==> src/hdl/dqsc_pkg.sv <==
// Shared types, constants and table functions for the dual quadrature step counter.
`timescale 1ns / 1ps
`default_nettype none

package dqsc_pkg;

    // Number of tracked encoders (1..4); only the first two have pins
    localparam int NUM_ENCODERS = 2;
    localparam int PIN_ENCODERS = 2;

    localparam int PINS_W  = 4;
    localparam int BTN_W   = 2;
    localparam int COUNT_W = 10;
    localparam int TREND_W = 8;
    localparam int STEP_W  = 3;
    localparam int SUM_W   = 12;

    localparam logic [COUNT_W-1:0] WRAP_RESET = 10'd1023;

    localparam logic [1:0]         DETENT     = 2'b11;
    localparam logic [TREND_W-1:0] CW_LOW     = 8'd2;
    localparam logic [TREND_W-1:0] CW_LIMIT   = 8'd100;
    localparam logic [TREND_W-1:0] CCW_FLOOR  = 8'h90;

    // Direction codes (also the report codes on the outputs)
    localparam logic [1:0] DIR_NONE = 2'd0;
    localparam logic [1:0] DIR_CW   = 2'd1;
    localparam logic [1:0] DIR_CCW  = 2'd2;

    // Step mode codes
    localparam logic [1:0] MODE_NONE  = 2'd0;
    localparam logic [1:0] MODE_STEP1 = 2'd1;
    localparam logic [1:0] MODE_STEP2 = 2'd2;
    localparam logic [1:0] MODE_STEP4 = 2'd3;

    // Button codes
    localparam logic [1:0] BTN_IDLE = 2'd0;
    localparam logic [1:0] BTN_ZERO = 2'd1;
    localparam logic [1:0] BTN_ONE  = 2'd2;
    localparam logic [1:0] BTN_BOTH = 2'd3;

    typedef logic [1:0] t_dir;
    typedef t_dir [NUM_ENCODERS-1:0] t_dir_vec;

    // Lane reports handed to the merge stage
    typedef struct packed {
        logic     en;
        t_dir_vec reports;
    } t_lane_out;

    // Direction from {previous pins, current pins}
    function automatic t_dir dir_lookup(input logic [3:0] idx);
        t_dir d;
        case (idx)
            4'd1, 4'd7, 4'd8, 4'd14:  d = DIR_CW;
            4'd2, 4'd4, 4'd11, 4'd13: d = DIR_CCW;
            default:                  d = DIR_NONE;
        endcase
        return d;
    endfunction

    // Step size held by each mode
    function automatic logic [STEP_W-1:0] step_of_mode(input logic [1:0] mode);
        logic [STEP_W-1:0] s;
        case (mode)
            MODE_NONE:  s = 3'd0;
            MODE_STEP1: s = 3'd1;
            MODE_STEP2: s = 3'd2;
            MODE_STEP4: s = 3'd4;
            default:    s = 3'd0;
        endcase
        return s;
    endfunction

endpackage

`default_nettype wire

==> src/hdl/dqsc_lane.sv <==
// One encoder lane: pin history, trend counter and detent report.
`timescale 1ns / 1ps
`default_nettype none

module dqsc_lane (
    input  wire logic             i_clk,
    input  wire logic             i_rst_n,
    input  wire logic             i_en,
    input  wire logic [1:0]       i_pins,
    output dqsc_pkg::t_dir        o_report
);

    logic [1:0]                   r_hist;
    logic [dqsc_pkg::TREND_W-1:0] r_trend;
    logic [1:0]                   n_hist;
    logic [dqsc_pkg::TREND_W-1:0] n_trend;
    logic [dqsc_pkg::TREND_W-1:0] trend_mv;
    dqsc_pkg::t_dir               step_dir;

    // Move trend by the table direction, then judge it at the detent
    always_comb begin
        step_dir = dqsc_pkg::dir_lookup({r_hist, i_pins});
        case (step_dir)
            dqsc_pkg::DIR_CW:  trend_mv = r_trend + 8'd1;
            dqsc_pkg::DIR_CCW: trend_mv = r_trend - 8'd1;
            default:           trend_mv = r_trend;
        endcase
        o_report = dqsc_pkg::DIR_NONE;
        n_trend  = trend_mv;
        if (i_pins == dqsc_pkg::DETENT) begin
            if (trend_mv > dqsc_pkg::CCW_FLOOR) begin
                o_report = dqsc_pkg::DIR_CCW;
            end else if (trend_mv >= dqsc_pkg::CW_LOW && trend_mv < dqsc_pkg::CW_LIMIT) begin
                o_report = dqsc_pkg::DIR_CW;
            end
            n_trend = '0;
        end
        n_hist = i_pins;
    end

    always_ff @(posedge i_clk) begin
        if (!i_rst_n) begin
            r_hist  <= '0;
            r_trend <= '0;
        end else if (i_en) begin
            r_hist  <= n_hist;
            r_trend <= n_trend;
        end
    end

endmodule

`default_nettype wire

==> src/hdl/dqsc_merge.sv <==
// Merge stage: sums lane reports into the position, folds it, tracks step mode.
`timescale 1ns / 1ps
`default_nettype none

module dqsc_merge (
    input  wire logic                            i_clk,
    input  wire logic                            i_rst_n,
    input  wire dqsc_pkg::t_lane_out             i_lanes,
    input  wire logic [dqsc_pkg::BTN_W-1:0]      i_buttons,
    input  wire logic [dqsc_pkg::COUNT_W-1:0]    i_wrap,
    output logic [dqsc_pkg::COUNT_W-1:0]         o_count,
    output logic [1:0]                           o_mode
);

    logic [dqsc_pkg::COUNT_W-1:0] r_pos;
    logic [1:0]                   r_mode;
    logic [dqsc_pkg::STEP_W-1:0]  r_step;
    logic [dqsc_pkg::COUNT_W-1:0] n_pos;
    logic [1:0]                   n_mode;
    logic signed [dqsc_pkg::SUM_W-1:0] sum;
    logic signed [dqsc_pkg::SUM_W-1:0] step_s;
    logic signed [dqsc_pkg::SUM_W-1:0] wrap_s;
    logic signed [dqsc_pkg::SUM_W-1:0] folded;

    // Sum all lane moves, then fold once into 0..wrap
    always_comb begin
        step_s = $signed({{(dqsc_pkg::SUM_W - dqsc_pkg::STEP_W){1'b0}}, r_step});
        wrap_s = $signed({{(dqsc_pkg::SUM_W - dqsc_pkg::COUNT_W){1'b0}}, i_wrap});
        sum    = $signed({{(dqsc_pkg::SUM_W - dqsc_pkg::COUNT_W){1'b0}}, r_pos});
        for (int e = 0; e < dqsc_pkg::NUM_ENCODERS; e++) begin
            if (i_lanes.reports[e] == dqsc_pkg::DIR_CW) begin
                sum = sum + step_s;
            end else if (i_lanes.reports[e] == dqsc_pkg::DIR_CCW) begin
                sum = sum - step_s;
            end
        end
        if (sum < 0) begin
            folded = sum + wrap_s;
        end else if (sum > wrap_s) begin
            folded = sum - wrap_s;
        end else begin
            folded = sum;
        end
        n_pos = folded[dqsc_pkg::COUNT_W-1:0];
    end

    // Mode follows the buttons; mode none sticks while no button is set
    always_comb begin
        case (i_buttons)
            dqsc_pkg::BTN_BOTH: n_mode = dqsc_pkg::MODE_NONE;
            dqsc_pkg::BTN_ONE:  n_mode = dqsc_pkg::MODE_STEP4;
            dqsc_pkg::BTN_ZERO: n_mode = dqsc_pkg::MODE_STEP2;
            default: begin
                n_mode = (r_mode == dqsc_pkg::MODE_NONE) ? dqsc_pkg::MODE_NONE
                                                         : dqsc_pkg::MODE_STEP1;
            end
        endcase
    end

    always_ff @(posedge i_clk) begin
        if (!i_rst_n) begin
            r_pos  <= '0;
            r_mode <= dqsc_pkg::MODE_STEP1;
            r_step <= 3'd1;
        end else if (i_lanes.en) begin
            r_pos  <= n_pos;
            r_mode <= n_mode;
            r_step <= dqsc_pkg::step_of_mode(r_mode);
        end
    end

    assign o_count = n_pos;
    assign o_mode  = n_mode;

`ifndef NO_ASSERTIONS
    // Mode none holds while the buttons stay clear
    a_none_sticks: assert property (@(posedge i_clk) disable iff (!i_rst_n)
        (i_lanes.en && r_mode == dqsc_pkg::MODE_NONE && i_buttons == dqsc_pkg::BTN_IDLE)
        |=> (r_mode == dqsc_pkg::MODE_NONE))
        else $error("step mode left none without a button");

    // Step size lags the mode by one request
    a_step_lag: assert property (@(posedge i_clk) disable iff (!i_rst_n)
        i_lanes.en |=> (r_step == dqsc_pkg::step_of_mode($past(r_mode))))
        else $error("step size does not follow previous mode");

    // Position moves only on an accepted request
    a_pos_hold: assert property (@(posedge i_clk) disable iff (!i_rst_n)
        !i_lanes.en |=> $stable(r_pos))
        else $error("position changed without a request");
`endif

endmodule

`default_nettype wire

==> src/hdl/dual_quadrature_step_counter_core.sv <==
// Top level: encoder lanes, merge stage, wrap register and output register.
// An accepted request's result is written to the output register and shown from the next edge.
// Throughput: one request per cycle; the single output register decides acceptance, which
// continues while no result is held or the held result is taken in the same cycle.
// Reset (synchronous, active low): pin history and trends zero, mode step1,
// step size one, position zero, wrap 1023, no result pending.
`timescale 1ns / 1ps
`default_nettype none

module dual_quadrature_step_counter_core (
    input  wire logic                            i_clk,
    input  wire logic                            i_rst_n,
    input  wire logic                            i_in_valid,
    output logic                                 o_in_ready,
    input  wire logic [dqsc_pkg::PINS_W-1:0]     i_enc_pins,
    input  wire logic [dqsc_pkg::BTN_W-1:0]      i_buttons,
    output logic                                 o_out_valid,
    input  wire logic                            i_out_ready,
    output logic [dqsc_pkg::COUNT_W-1:0]         o_count,
    output logic [1:0]                           o_dir_zero,
    output logic [1:0]                           o_dir_one,
    output logic [1:0]                           o_step_mode,
    input  wire logic                            i_cfg_we,
    input  wire logic [dqsc_pkg::COUNT_W-1:0]    i_cfg_wdata
);

    logic [dqsc_pkg::COUNT_W-1:0] r_wrap;
    logic                         r_out_valid;
    logic [dqsc_pkg::COUNT_W-1:0] r_count;
    logic [1:0]                   r_dir_zero;
    logic [1:0]                   r_dir_one;
    logic [1:0]                   r_mode_out;
    logic                         accept;
    dqsc_pkg::t_lane_out          lanes;
    logic [dqsc_pkg::COUNT_W-1:0] n_count;
    logic [1:0]                   n_mode;
    logic [1:0]                   n_dir_one;

    assign o_in_ready = !r_out_valid || i_out_ready;
    assign accept     = i_in_valid && o_in_ready;
    assign lanes.en   = accept;

    // One lane per encoder; lanes beyond the pins see 00
    for (genvar e = 0; e < dqsc_pkg::NUM_ENCODERS; e++) begin : g_lane
        logic [1:0] pins;
        if (e < dqsc_pkg::PIN_ENCODERS) begin : g_pins
            assign pins = i_enc_pins[2*e +: 2];
        end else begin : g_nopins
            assign pins = 2'b00;
        end
        dqsc_lane u_lane (
            .i_clk    (i_clk),
            .i_rst_n  (i_rst_n),
            .i_en     (accept),
            .i_pins   (pins),
            .o_report (lanes.reports[e])
        );
    end

    if (dqsc_pkg::NUM_ENCODERS > 1) begin : g_dir_one
        assign n_dir_one = lanes.reports[1];
    end else begin : g_no_dir_one
        assign n_dir_one = dqsc_pkg::DIR_NONE;
    end

    dqsc_merge u_merge (
        .i_clk     (i_clk),
        .i_rst_n   (i_rst_n),
        .i_lanes   (lanes),
        .i_buttons (i_buttons),
        .i_wrap    (r_wrap),
        .o_count   (n_count),
        .o_mode    (n_mode)
    );

    // Wrap register
    always_ff @(posedge i_clk) begin
        if (!i_rst_n) begin
            r_wrap <= dqsc_pkg::WRAP_RESET;
        end else if (i_cfg_we) begin
            r_wrap <= i_cfg_wdata;
        end
    end

    // Output register
    always_ff @(posedge i_clk) begin
        if (!i_rst_n) begin
            r_out_valid <= 1'b0;
        end else if (accept) begin
            r_out_valid <= 1'b1;
        end else if (i_out_ready) begin
            r_out_valid <= 1'b0;
        end
    end

    always_ff @(posedge i_clk) begin
        if (accept) begin
            r_count    <= n_count;
            r_dir_zero <= lanes.reports[0];
            r_dir_one  <= n_dir_one;
            r_mode_out <= n_mode;
        end
    end

    assign o_out_valid = r_out_valid;
    assign o_count     = r_count;
    assign o_dir_zero  = r_dir_zero;
    assign o_dir_one   = r_dir_one;
    assign o_step_mode = r_mode_out;

`ifndef NO_ASSERTIONS
    // Every accepted request leaves a result pending
    a_result_after_req: assert property (@(posedge i_clk) disable iff (!i_rst_n)
        accept |=> r_out_valid)
        else $error("accepted request produced no result");

    // A report is never both directions
    a_dir_code: assert property (@(posedge i_clk) disable iff (!i_rst_n)
        r_out_valid |-> (r_dir_zero != 2'b11 && r_dir_one != 2'b11))
        else $error("illegal direction code");

    // Held result is not overwritten while waiting
    a_no_overwrite: assert property (@(posedge i_clk) disable iff (!i_rst_n)
        (r_out_valid && !i_out_ready) |-> !accept)
        else $error("request accepted over a pending result");
`endif

endmodule

`default_nettype wire
==> config.mk <==
export PLATFORM = sky130hd
export DESIGN_NAME = dual_quadrature_step_counter_core
export DESIGN_NICKNAME = d
export VERILOG_FILES = /design/src/hdl/dqsc_pkg.sv /design/src/hdl/dqsc_lane.sv /design/src/hdl/dqsc_merge.sv /design/src/hdl/dual_quadrature_step_counter_core.sv
export SDC_FILE = /design/constraint.sdc
export NUM_CORES = 1
export LEC_CHECK = 0
export ABC_AREA = 1
export BUFFER_PORTS_ARGS = -buffer_cell sky130_fd_sc_hd__buf_2
export CAP_MARGIN = 20
export CORE_UTILIZATION = 55
export DETAILED_ROUTE_END_ITERATION = 7
export HOLD_SLACK_MARGIN = 0.12
export PLACE_DENSITY = 0.73
export SYNTH_ARGS = -nofsm -noshare
export SYNTH_HDL_FRONTEND = slang
export SYNTH_HIERARCHICAL = 1
export SYNTH_SLANG_ARGS = --single-unit
==> constraint.sdc <==
create_clock -name i_clk -period 8.6 [get_ports i_clk]
set_input_delay 0.43 -clock i_clk [delete_from_list [all_inputs] [get_ports i_clk]]
set_output_delay 0.43 -clock i_clk [all_outputs]
set_load 0.01 [all_outputs]
# Yosys cells after proc, flatten, opt, wreduce, memory -nomap -nowiden
# Memory sizes are Yosys's and may differ from the RTL's.
# Index checks and enable logic that the tools add are counted.
op_classes:
  add_sub_neg: 10
  mul: 0
  div: 0
  n_lt_le_gt_ge: 8
  n_eq_ne: 16
  shifts: 0
  mux: 21
  bitwise: 0
  n_reduce_logical: 7
op_table:
  columns: ["cell", "n"]
  rows:
  - ["two-way mux 12 bit", 4]
  - ["case mux 8 bit (2 select lines)", 2]
  - ["== test 2 bit (second input constant)", 10]
  - ["two-way mux 10 bit", 2]
  - ["adder 8 x 1 -> 8 bit (second input constant)", 2]
  - [">= comparator 8 x 2 -> 1 bit (second input constant)", 2]
  - ["greater-than comparator 8 bit (second input constant)", 2]
  - ["< comparator 8 x 7 -> 1 bit (second input constant)", 2]
  - ["two-way mux 8 bit", 2]
  - ["subtractor 8 x 1 -> 8 bit (second input constant)", 2]
  - ["adder 12 x 4 -> 12 bit", 1]
  - ["== test 2 x 1 -> 1 bit (second input constant)", 6]
  - ["greater-than comparator 12 x 11 -> 1 bit", 1]
  - ["< comparator 12 x 1 -> 1 bit (second input constant)", 1]
  - ["case mux 3 bit (4 select lines)", 1]
  - ["subtractor 12 x 4 -> 12 bit", 1]
  - ["adder 10 x 3 -> 11 bit", 1]
  - ["subtractor 10 x 3 -> 11 bit", 1]
  - ["adder 10 bit", 1]
  - ["subtractor 10 bit", 1]
  - ["two-way mux 2 bit", 4]
  - ["case mux 2 bit (3 select lines)", 1]
  - ["two-way mux 1 bit", 5]
  - ["logical AND 1 bit", 3]
  - ["4 further kinds", 4]
totals:
  register_bits: 62
  latch_bits: 0
  mem_bits_rw: 0
  romBits: 64
  in_bits: 21
  out_inout_bits: 18
  word_cells: 77
  memories: 2
mem_list:
  columns: ["memory", "words", "width", "read_ports", "rd_ports_with_merged_regs", "write_ports", "line_no", "rtl"]
  rows:
  - ["(name not given)", 16, 2, 1, 0, 0, "dqsc_pkg.sv:54", "case (idx)"]
  - ["(name not given)", 16, 2, 1, 0, 0, "dqsc_pkg.sv:54", null]

# Logic depth before layout (Yosys ltp)
# Gate-level depths: netlist of the first run.
# An unclocked memory read counts as a cell.
logic_depth:
  depth_word: 17
  ltp_mapped: 55
  ltp_nobuf: 53

# Cells and area by module
# Netlist of the first run, hierarchy kept.
by_module_without_submodules:
  columns: ["mod", "instances", "cells_per_inst", "area_per_inst_um2", "seq_area_each_um2"]
  rows:
  - ["dqsc_merge", 1, 498, 3060.4, 300.3]
  - ["dqsc_lane", 2, 185, 1047.3, 200.2]
  - ["dual_quadrature_step_counter_core", 1, 66, 870.8, 700.7]

# Worst setup path before layout of the first run
# No wires, ideal clock.
synth_path:
  kind: "input port to flip-flop"
  from: "input i_enc_pins[0] in the netlist's numbering"
  to: "register r_count (netlist bit o_count[6]) (data pin)"
  setup_time_ns: 0.253
  arrival_ns: 5.785
  t_required_ns: 8.347
  setup_slack_ns: 2.562
  cell_stages: 48
  n_path_buf: 3
  cell_sequence: "xor2_1 > nor2_1 > ha_1 > buf_6 > nand2_2 > inv_2 > nor2_4 > ha_1 > inv_1 > nand2_1 > nand3_1 > nand2_1 > nand2_1 > nand2_1 > nand2_1 > nand2_1 > nand2_1 > nand2_1 > [12 not listed] > a21oi_1 > nand3b_1 > o21ai_0 > o21ai_0 > xor2_1 > ha_1 > clkbuf_1 > nand2_1 > nor3_1 > a21oi_1 > nand2_1 > nand2_1 > a32o_1 > nand3_4 > buf_8 > nand4_1 > nand2_1 > nand2_1"
synth_rtl:
  columns: ["element", "line_no", "rtl"]
  rows:
  - ["start: declaration", "dual_quadrature_step_counter_core.sv:15", "input wire logic [dqsc_pkg::PINS_W-1:0] i_enc_pins,"]
  - ["end signal: assignment", "dual_quadrature_step_counter_core.sv:98", "r_count <= n_count;"]
  - ["end: declaration", "dual_quadrature_step_counter_core.sv:29", "logic [dqsc_pkg::COUNT_W-1:0] r_count;"]

==> results of run 1 <==
state kept, by name, indices dropped and copies added, names as in the netlist:
name                   flops
o_dir_one                  2
g_lane.u_lane/r_trend     16
o_count                   10
u_merge/r_step             3
o_dir_zero                 2
o_out_valid                1
g_lane.u_lane/r_hist       4
o_step_mode                2
u_merge/r_mode             2
r_wrap                    10
u_merge/r_pos             10
tightest hold or removal path, cell delays in order:
cell     delay [ns]
buf_2          0.07
nand2_1        0.04
nand3_1        0.06
stage by stage:
step	utilization, %	worst slack (ns)	instance area, µm²	hold WS, ns	instances
after global routing	62.01	0.6845	6487	0.2797	1108
after detailed placement	60.09	1.373	6287	0.4460	1092
after global placement	60.09	1.468	6287	0.4401	1092
final	62.01	1.556	6487	0.2820	1108
after floorplan	-	2.562	6026	0.4289	934
after CTS	62.01	1.606	6487	0.2726	1108
kinds of logic (layout without fill, tap and decap cells):
family | Yosys count | after routing | synth area share [%]
xor gates and xnor gates | 31 | 31 | 4.506
buffers and inverters | 163 | 201 | 11.05
DFF | 62 | 62 | 23.26
and+or+nand+nor | 521 | 521 | 40.41
AOI/OAI and AO/OA | 111 | 111 | 10.49
adders and majority gates | 46 | 46 | 10.30
final timing paths:
check | from | endpoint | depth (start not counted)
min | i_cfg_wdata[7] | r_wrap[7]$_SDFFE_PN1P_ | 3
max | g_lane[0].u_lane/r_hist[0]$_SDFFE_PN0P_ | o_count[7]$_DFFE_PP_ | 41
max reg2reg | g_lane[0].u_lane/r_hist[0]$_SDFFE_PN0P_ | o_count[7]$_DFFE_PP_ | 41
min reg2reg | r_wrap[9]$_SDFFE_PN1P_ | r_wrap[9]$_SDFFE_PN1P_ | 2
Yosys cell counts (2+ instances only):
cell type	number
o211ai_1	2
nand2_2	28
buf_4	2
ha_1	40
buf_6	4
dfxtp_1	46
o31ai_1	3
nand3_2	10
nor3_1	5
a21boi_0	2
o21bai_1	4
fa_1	6
or2_2	3
nand3b_1	6
nor4_1	3
inv_2	12
inv_1	130
xor2_1	18
clkinv_1	4
nand2_1	271
nand4_1	14
nand3_1	86
edfxtp_1	16
buf_2	4
a21oi_1	57
nand2_4	5
nor2_2	12
a21o_1	2
clkbuf_1	6
nor2_4	9
a21oi_2	4
nor2_1	65
xnor2_1	13
a221oi_1	2
o21ai_0	27
o2111ai_1	2
metal layers:
layer | vias to the layer above | share of wire, % | global-route usage, %
li1 | 3046 | - | -
met1 | 2567 | 50 | 38.39
met2 | 175 | 43 | 40.14
met3 | 17 | 5.4 | 3.587
met4 | 0 | 1.6 | 7.926
met5 | - | 0 | 0
layout make-up:
class                      instances  area [µm²]
inverter                         146       548.0
clock inverter                     5       58.81
timing repair buffer              39       197.7
tap                              136       170.2
multi-input combinational        709        3970
clock buffer                      11       141.4
sequential                        62        1401
fill                            1020        3975
where the power goes:
group	switching (W)	internal, W	total (W)
Combinational	0.000368	0.000196	0.000563
Sequential	0.0000288	0.000337	0.000366
Clock	0.000126	0.000142	0.000268
==> impl.org, run 1 <==
** STA
- Setup violations remaining at the end of the flow were counted as 0.
- Measured against its own limit, the worst slew margin works out to ~35%.
- Setup repair after global routing left no endpoint under its margin.
- The routed design could run at a clock period as short as 7.044 ns.
- At the pin with the least slew margin, the transition time is ~0.97 ns.
- Period utilization :: 81.91%
- Across the routed clock network, the largest skew measured is between 0.006 and 0.007 ns.
- The final hold violation count was 0.
- After routing, the total negative slack on setup checks comes to 0 ns.
- Derived from the worst setup path, the maximum achievable clock frequency is approximately 140 MHz.
- Number of pins exceeding their max-slew limit in the final report :: 0

** Global routing
- Global route total overflow :: 0
- Via count of the first global-routing pass :: between 5000 and 6000
- All-Layer GR Usage :: approximately a quarter
- Wire length of the first global-routing pass :: around 24000 µm
- The number of antenna violations at the first check in global routing came to 0.
- Largest net degree at the start of global routing :: 36

** Finish
- The library cell used most frequently in the layout, excluding fill and tap cells, is nand2_1.
- Cells with a size suffix above 1 make up approximately 15% of the layout.
- The library cells used most frequently in the layout, excluding fill and tap cells, are nand2_1 (271), inv_1 (130), nand3_1 (86).
- Area grow syn2layout :: 7.662%
- Number of nets in the final layout :: roughly 1000
- 0 antenna diodes ended up in the layout.

** Worst setup path
- Critical setup path kind :: flip-flop to flip-flop
- In this run the register-to-register setup slack is 1.56 ns.
- CP max FO :: 14
- Counting stages on the worst path, the most repeated cell is nand2_1.
- Total buffers and inverters traversed by the critical path :: 8
- STA puts the critical path data required time at around 8.7 ns.
- Critical Path AT :: between 7 and 8 ns
- On the worst path, the slowest cell contributes a delay of approximately 0.84 ns.
- Slowest cell on crit path :: a221oi_1
- Kind of cell with the highest combined delay on the critical path :: simple AND/OR/NAND/NOR gates
- Critical Path Start Type :: flip-flop
- STA classifies the critical path endpoint as a flip-flop.

** Logic synthesis
- Synthesis inferred 62 register bits.
- The most used flip-flop cell after synthesis is dfxtp_1.
- Count of yosys warnings during synthesis :: 6
- Count of unique library cells instantiated by Yosys :: 47
- Counting flops with a built-in enable in the synthesized netlist gives 16.
- The biggest area contributor in the post-synthesis netlist is nand2_1.
- Cell types occupying the most area after synthesis :: nand2_1 (17%), dfxtp_1 (15%), ha_1 (8.3%), inv_1 (8.1%), edfxtp_1 (8.0%)
- Netlist area before placement :: between 0.006 and 0.007 mm²
- Post-Syn Nets :: approximately 1000
- Synthesis produced a netlist whose cell count is ~930.
- Fraction of synthesized cell area taken by the top area cell type :: ~17%
- Summing the sequential cell areas from Yosys gives 23.26% of the chip area.
- Mean cell area of the mapped netlist :: 6.452 µm²
- Async S/R FF share, synth :: 0%

** Power and ir drop
- Power per cell area :: around 180 mW/mm²
- Power comes to roughly 0.0012 W.
- The worst-case IR drop observed on VDD is approximately 96 µV.
- In this run the static leakage power is approximately 3.3 nW.

** Die
- The initialized floorplan defines 37 standard-cell rows.
- Count of pins on the block boundary :: 39
- Die extent in y :: ~110 µm
- The die covers 0.01138 mm².
- X dimension of the die :: about 110 µm
- Once the floorplan was initialized, standard cells occupied 57.59% of the core.
- Core Region :: about 0.010 mm²

** Route
- The first TritonRoute pass finished after 7 iterations.
- Across all layers, the routed design uses about 5800 vias.
- Antenna-violating nets left :: 0
- For this run, design rule violations remaining after detail routing come to 0.
- In the routed layout, each cell is associated on average with a via count of about 5.2.
- The detailed router finished its first iteration with roughly 330 violations.
- In the final routed layout, each cell accounts on average for between 10 and 15 µm.
- For this block, the routed nets add up to 14190 µm of wire.

** Placed design
- During placement, the flow inserted port buffers numbering 38.
- Final HPWL from detailed placement :: ~11000 µm
- The congestion estimate from routability-driven global placement came to 0.9286.

** Clock tree
- Clock latency of the later-clocked register in the worst-skew pair :: 0.36 ns
- Clock slew seen by the registers of the worst setup and hold paths :: around 0.070 ns
- Counting every sink on the clock net gives 62.
- Clock tree synthesis selected as its root buffer the cell clkbuf_8.
- TritonCTS created 9 clock buffers.
- In this run the deepest clock path goes through 2 buffers.
- TritonCTS built the clock tree.
- Once the clock tree was built, the resizer swapped 0 gates to a different size.
- In this run the number of H-tree levels came out at 3.
- In this run, post-CTS hold repair placed 0 buffers.
- The number of setup buffers added after CTS is 0.

** Worst hold path
- Class of the tightest hold or removal check :: input pin to flip-flop

** Job
- Number of max-cap violations :: 0

** Outcome
- The run finished with clean final reports.
(Power assumes the default switching activity.)
==> inputs of run 2 (changes only) <==
Clock period 8.6 ns to 6.6 ns, I/O delays scaled along.
==> impl.org, run 2 (synthesis results as in run 1) <==
** Worst setup path
- Critical setup path kind :: flip-flop to flip-flop
- Kind of cell with the highest combined delay on the critical path :: simple AND/OR/NAND/NOR gates
- STA classifies the critical path startpoint as a flip-flop.
- In this design, the critical path's most frequently occurring cell is nand2_1.
- The worst path buffer plus inverter count came to 8 (unchanged).
- Slowest cell on crit path :: dfxtp_2
- The depth of the worst register-to-register path came to 45 (+9.8%).
- CP max FO :: 11 (-3)
- The arrival time at the worst endpoint is 6.37 ns (-0.79 ns).
- The total stage count of the critical path came to 45 (+9.8%).
- Critical path required time :: 6.91 ns (-1.80 ns)
- The worst setup path is captured at a flip-flop.
- Max stage delay on crit path :: 0.34 ns (-0.50 ns)

** STA
- Number of pins exceeding their max-slew limit in the final report :: 0 (unchanged)
- The final clock period utilization by the worst path is 91.84% (+9.9 points).
- Min Hold Slack :: 0.1789 ns (-0.1032 ns)
- Number of endpoints failing setup at the final stage :: 0 (unchanged)
- The headroom to the max-slew limit came to 60.00% (+25 points).
- The minimum clock period came to 6.061 ns (-0.9831 ns).
- The final clock skew is 0.01094 ns (+0.004153 ns).
- The final hold violation count is 0 (unchanged).
- Max Fclk :: 165.0 MHz (+16%)
- Measured slew at the worst slew-check pin :: 0.6000 ns (-0.3681 ns)

** Route
- Final wirelength :: 14450 µm (+1.9%)
- DR WL/cell :: 12.86 µm (+0.41%)
- The count of TritonRoute iterations in the first routing pass was 5 (-2).
- Via count :: 5869 (+1.1%)
- The first-iteration detailed-routing DRC count is 332 (-0.30%).
- Antenna-violating nets left :: 0 (unchanged)
- The routed via count divided by cell count is 5.222 (-0.34%).
- The number of DRC violations after detailed routing is 0 (unchanged).

** Die
- Count of pins on the block boundary :: 39 (unchanged)
- The initial core utilization came to 57.59% (unchanged).
- Die extent in y :: 106.7 µm (unchanged)
- Core Region :: 0.01046 mm² (unchanged)
- X dimension of the die :: 106.7 µm (unchanged)
- Number of placement rows :: 37 (unchanged)
- The die area was 0.01138 mm² (unchanged).

** Clock tree
- The deepest clock path buffer count is 2 (unchanged).
- In this run the clock root is driven by a clkbuf_8.
- The clock transition at the registers of the reported paths came to 0.08 ns (about the same).
- The number of levels the H-tree was split into came to 3 (unchanged).
- TritonCTS built the clock tree.
- Number of CTS-inserted buffers :: 9 (unchanged)
- Clock latency of the later-clocked register in the worst-skew pair :: 0.36 ns (about the same)
- Number of sinks handled by clock tree synthesis :: 62 (unchanged)
- Post-CTS Hold Fix Bufs :: 0 (unchanged)

** Global routing
- The residual overflow from global routing is 0 (unchanged).
- Number of antenna violations at the first check in global routing :: 0 (unchanged)
- Via count of the first global-routing pass :: 5211 (+0.50%)
- Largest net degree at the start of global routing :: 39 (+8.3%)
- Wire length of the first global-routing pass :: 23980 µm (-0.32%)
- All-Layer GR Usage :: 26.37% (+0.030 points)

** Power and ir drop
- Design Power :: 0.001580 W (+32%)
- Leakage power total :: 3.438 nW (+2.9%)
- VDD IR max :: 131.2 µV (+37%)
- Power per cell area :: 235.5 mW/mm² (+28%)

** Finish
- Antenna fix cells :: 0 (unchanged)
- Counting flops per register, the top entry is g_lane.u_lane/r_trend.
- The final net count is 1051 (+1.6%).
- The flip-flop count of the largest register after layout came to 16 (unchanged).
- Area grow syn2layout :: 11.38%
- Leaving out fill and tap cells, the most frequent cell in the layout is nand2_1.
- In the layout the commonest cells are nand2_1 (267), inv_1 (129), nand3_1 (86).
- The share of layout cells above drive strength 1 is 18.42% (+3.9 points).

** Job
- The max-capacitance violation count is 0 (unchanged).

** Placed design
- The HPWL after detailed placement came to 11290 µm (+1.2%).
- Count of input and output buffers :: 38 (unchanged)
- The placer congestion estimate came to 0.9141 (-1.6%).

** Worst hold path
- The number of stages on the worst hold path was 3 (unchanged).
- Class of the tightest hold or removal check :: input pin to flip-flop

** Outcome
- The flow ran to the end, and the final reports show no timing, DRC or antenna violations.
[run 2: layer usage]
| metal | global-route usage (%) | routed length (µm) |
|---|---|---|
| met2 | 41.38 | 6473 |
| met4 | 10.08 | 322 |
| met5 | 0 | 0 |
| met1 | 36.82 | 6831 |
| met3 | 3.404 | 823 |
[run 2: worst min-delay path, cell delays in order]
cell and delay [ns]:
buf_2 0.07, nand2_1 0.04, nand3_1 0.06
[run 2: report_power, final]
part / switching, W / internal [W]
clock network: 0.000163 / 0.000144
registers: 0.0000359 / 0.000439
logic: 0.000502 / 0.000296
[run 2: final cells by class]
class	instances	area [µm²]
clock buffer	10	137.6
inverter	146	548.0
tap	136	170.2
fill	1049	3751
clock inverter	5	36.28
sequential	62	1403
timing repair buffer	55	317.8
multi-input combinational	710	4099
[run 2: worst paths after layout]
kind                                    to                               startpoint  slack, ns
min                 r_wrap[2]$_SDFFE_PN1P_                           i_cfg_wdata[2]       0.18
max reg2reg  u_merge/r_pos[9]$_SDFFE_PN0P_  g_lane[0].u_lane/r_hist[1]$_SDFFE_PN0P_       0.54
min reg2reg         r_wrap[9]$_SDFFE_PN1P_                   r_wrap[9]$_SDFFE_PN1P_       0.47
max          u_merge/r_pos[9]$_SDFFE_PN0P_  g_lane[0].u_lane/r_hist[1]$_SDFFE_PN0P_       0.54
[run 2: per-stage QoR]
step | TNS [ns] | setup WS [ns] | utilization [%] | cell area (µm²) | cells
after detailed placement | 0 | 0.03833 | 61.10 | 6392 | 1106
final | 0 | 0.5389 | 64.15 | 6711 | 1124
after floorplan | 0 | 0.6619 | - | 6026 | 934
after global routing | -0.06606 | -0.02658 | 64.15 | 6711 | 1124
after CTS | 0 | 0.1828 | 62.76 | 6566 | 1121
after global placement | 0 | 0.1743 | 61.10 | 6392 | 1106
[run 2: repair_timing]
item	CTS	global route
gates resized for setup	0	35
endpoints found under the setup margin	0	20
endpoints found under the hold margin	0	0
setup buffers	0	2
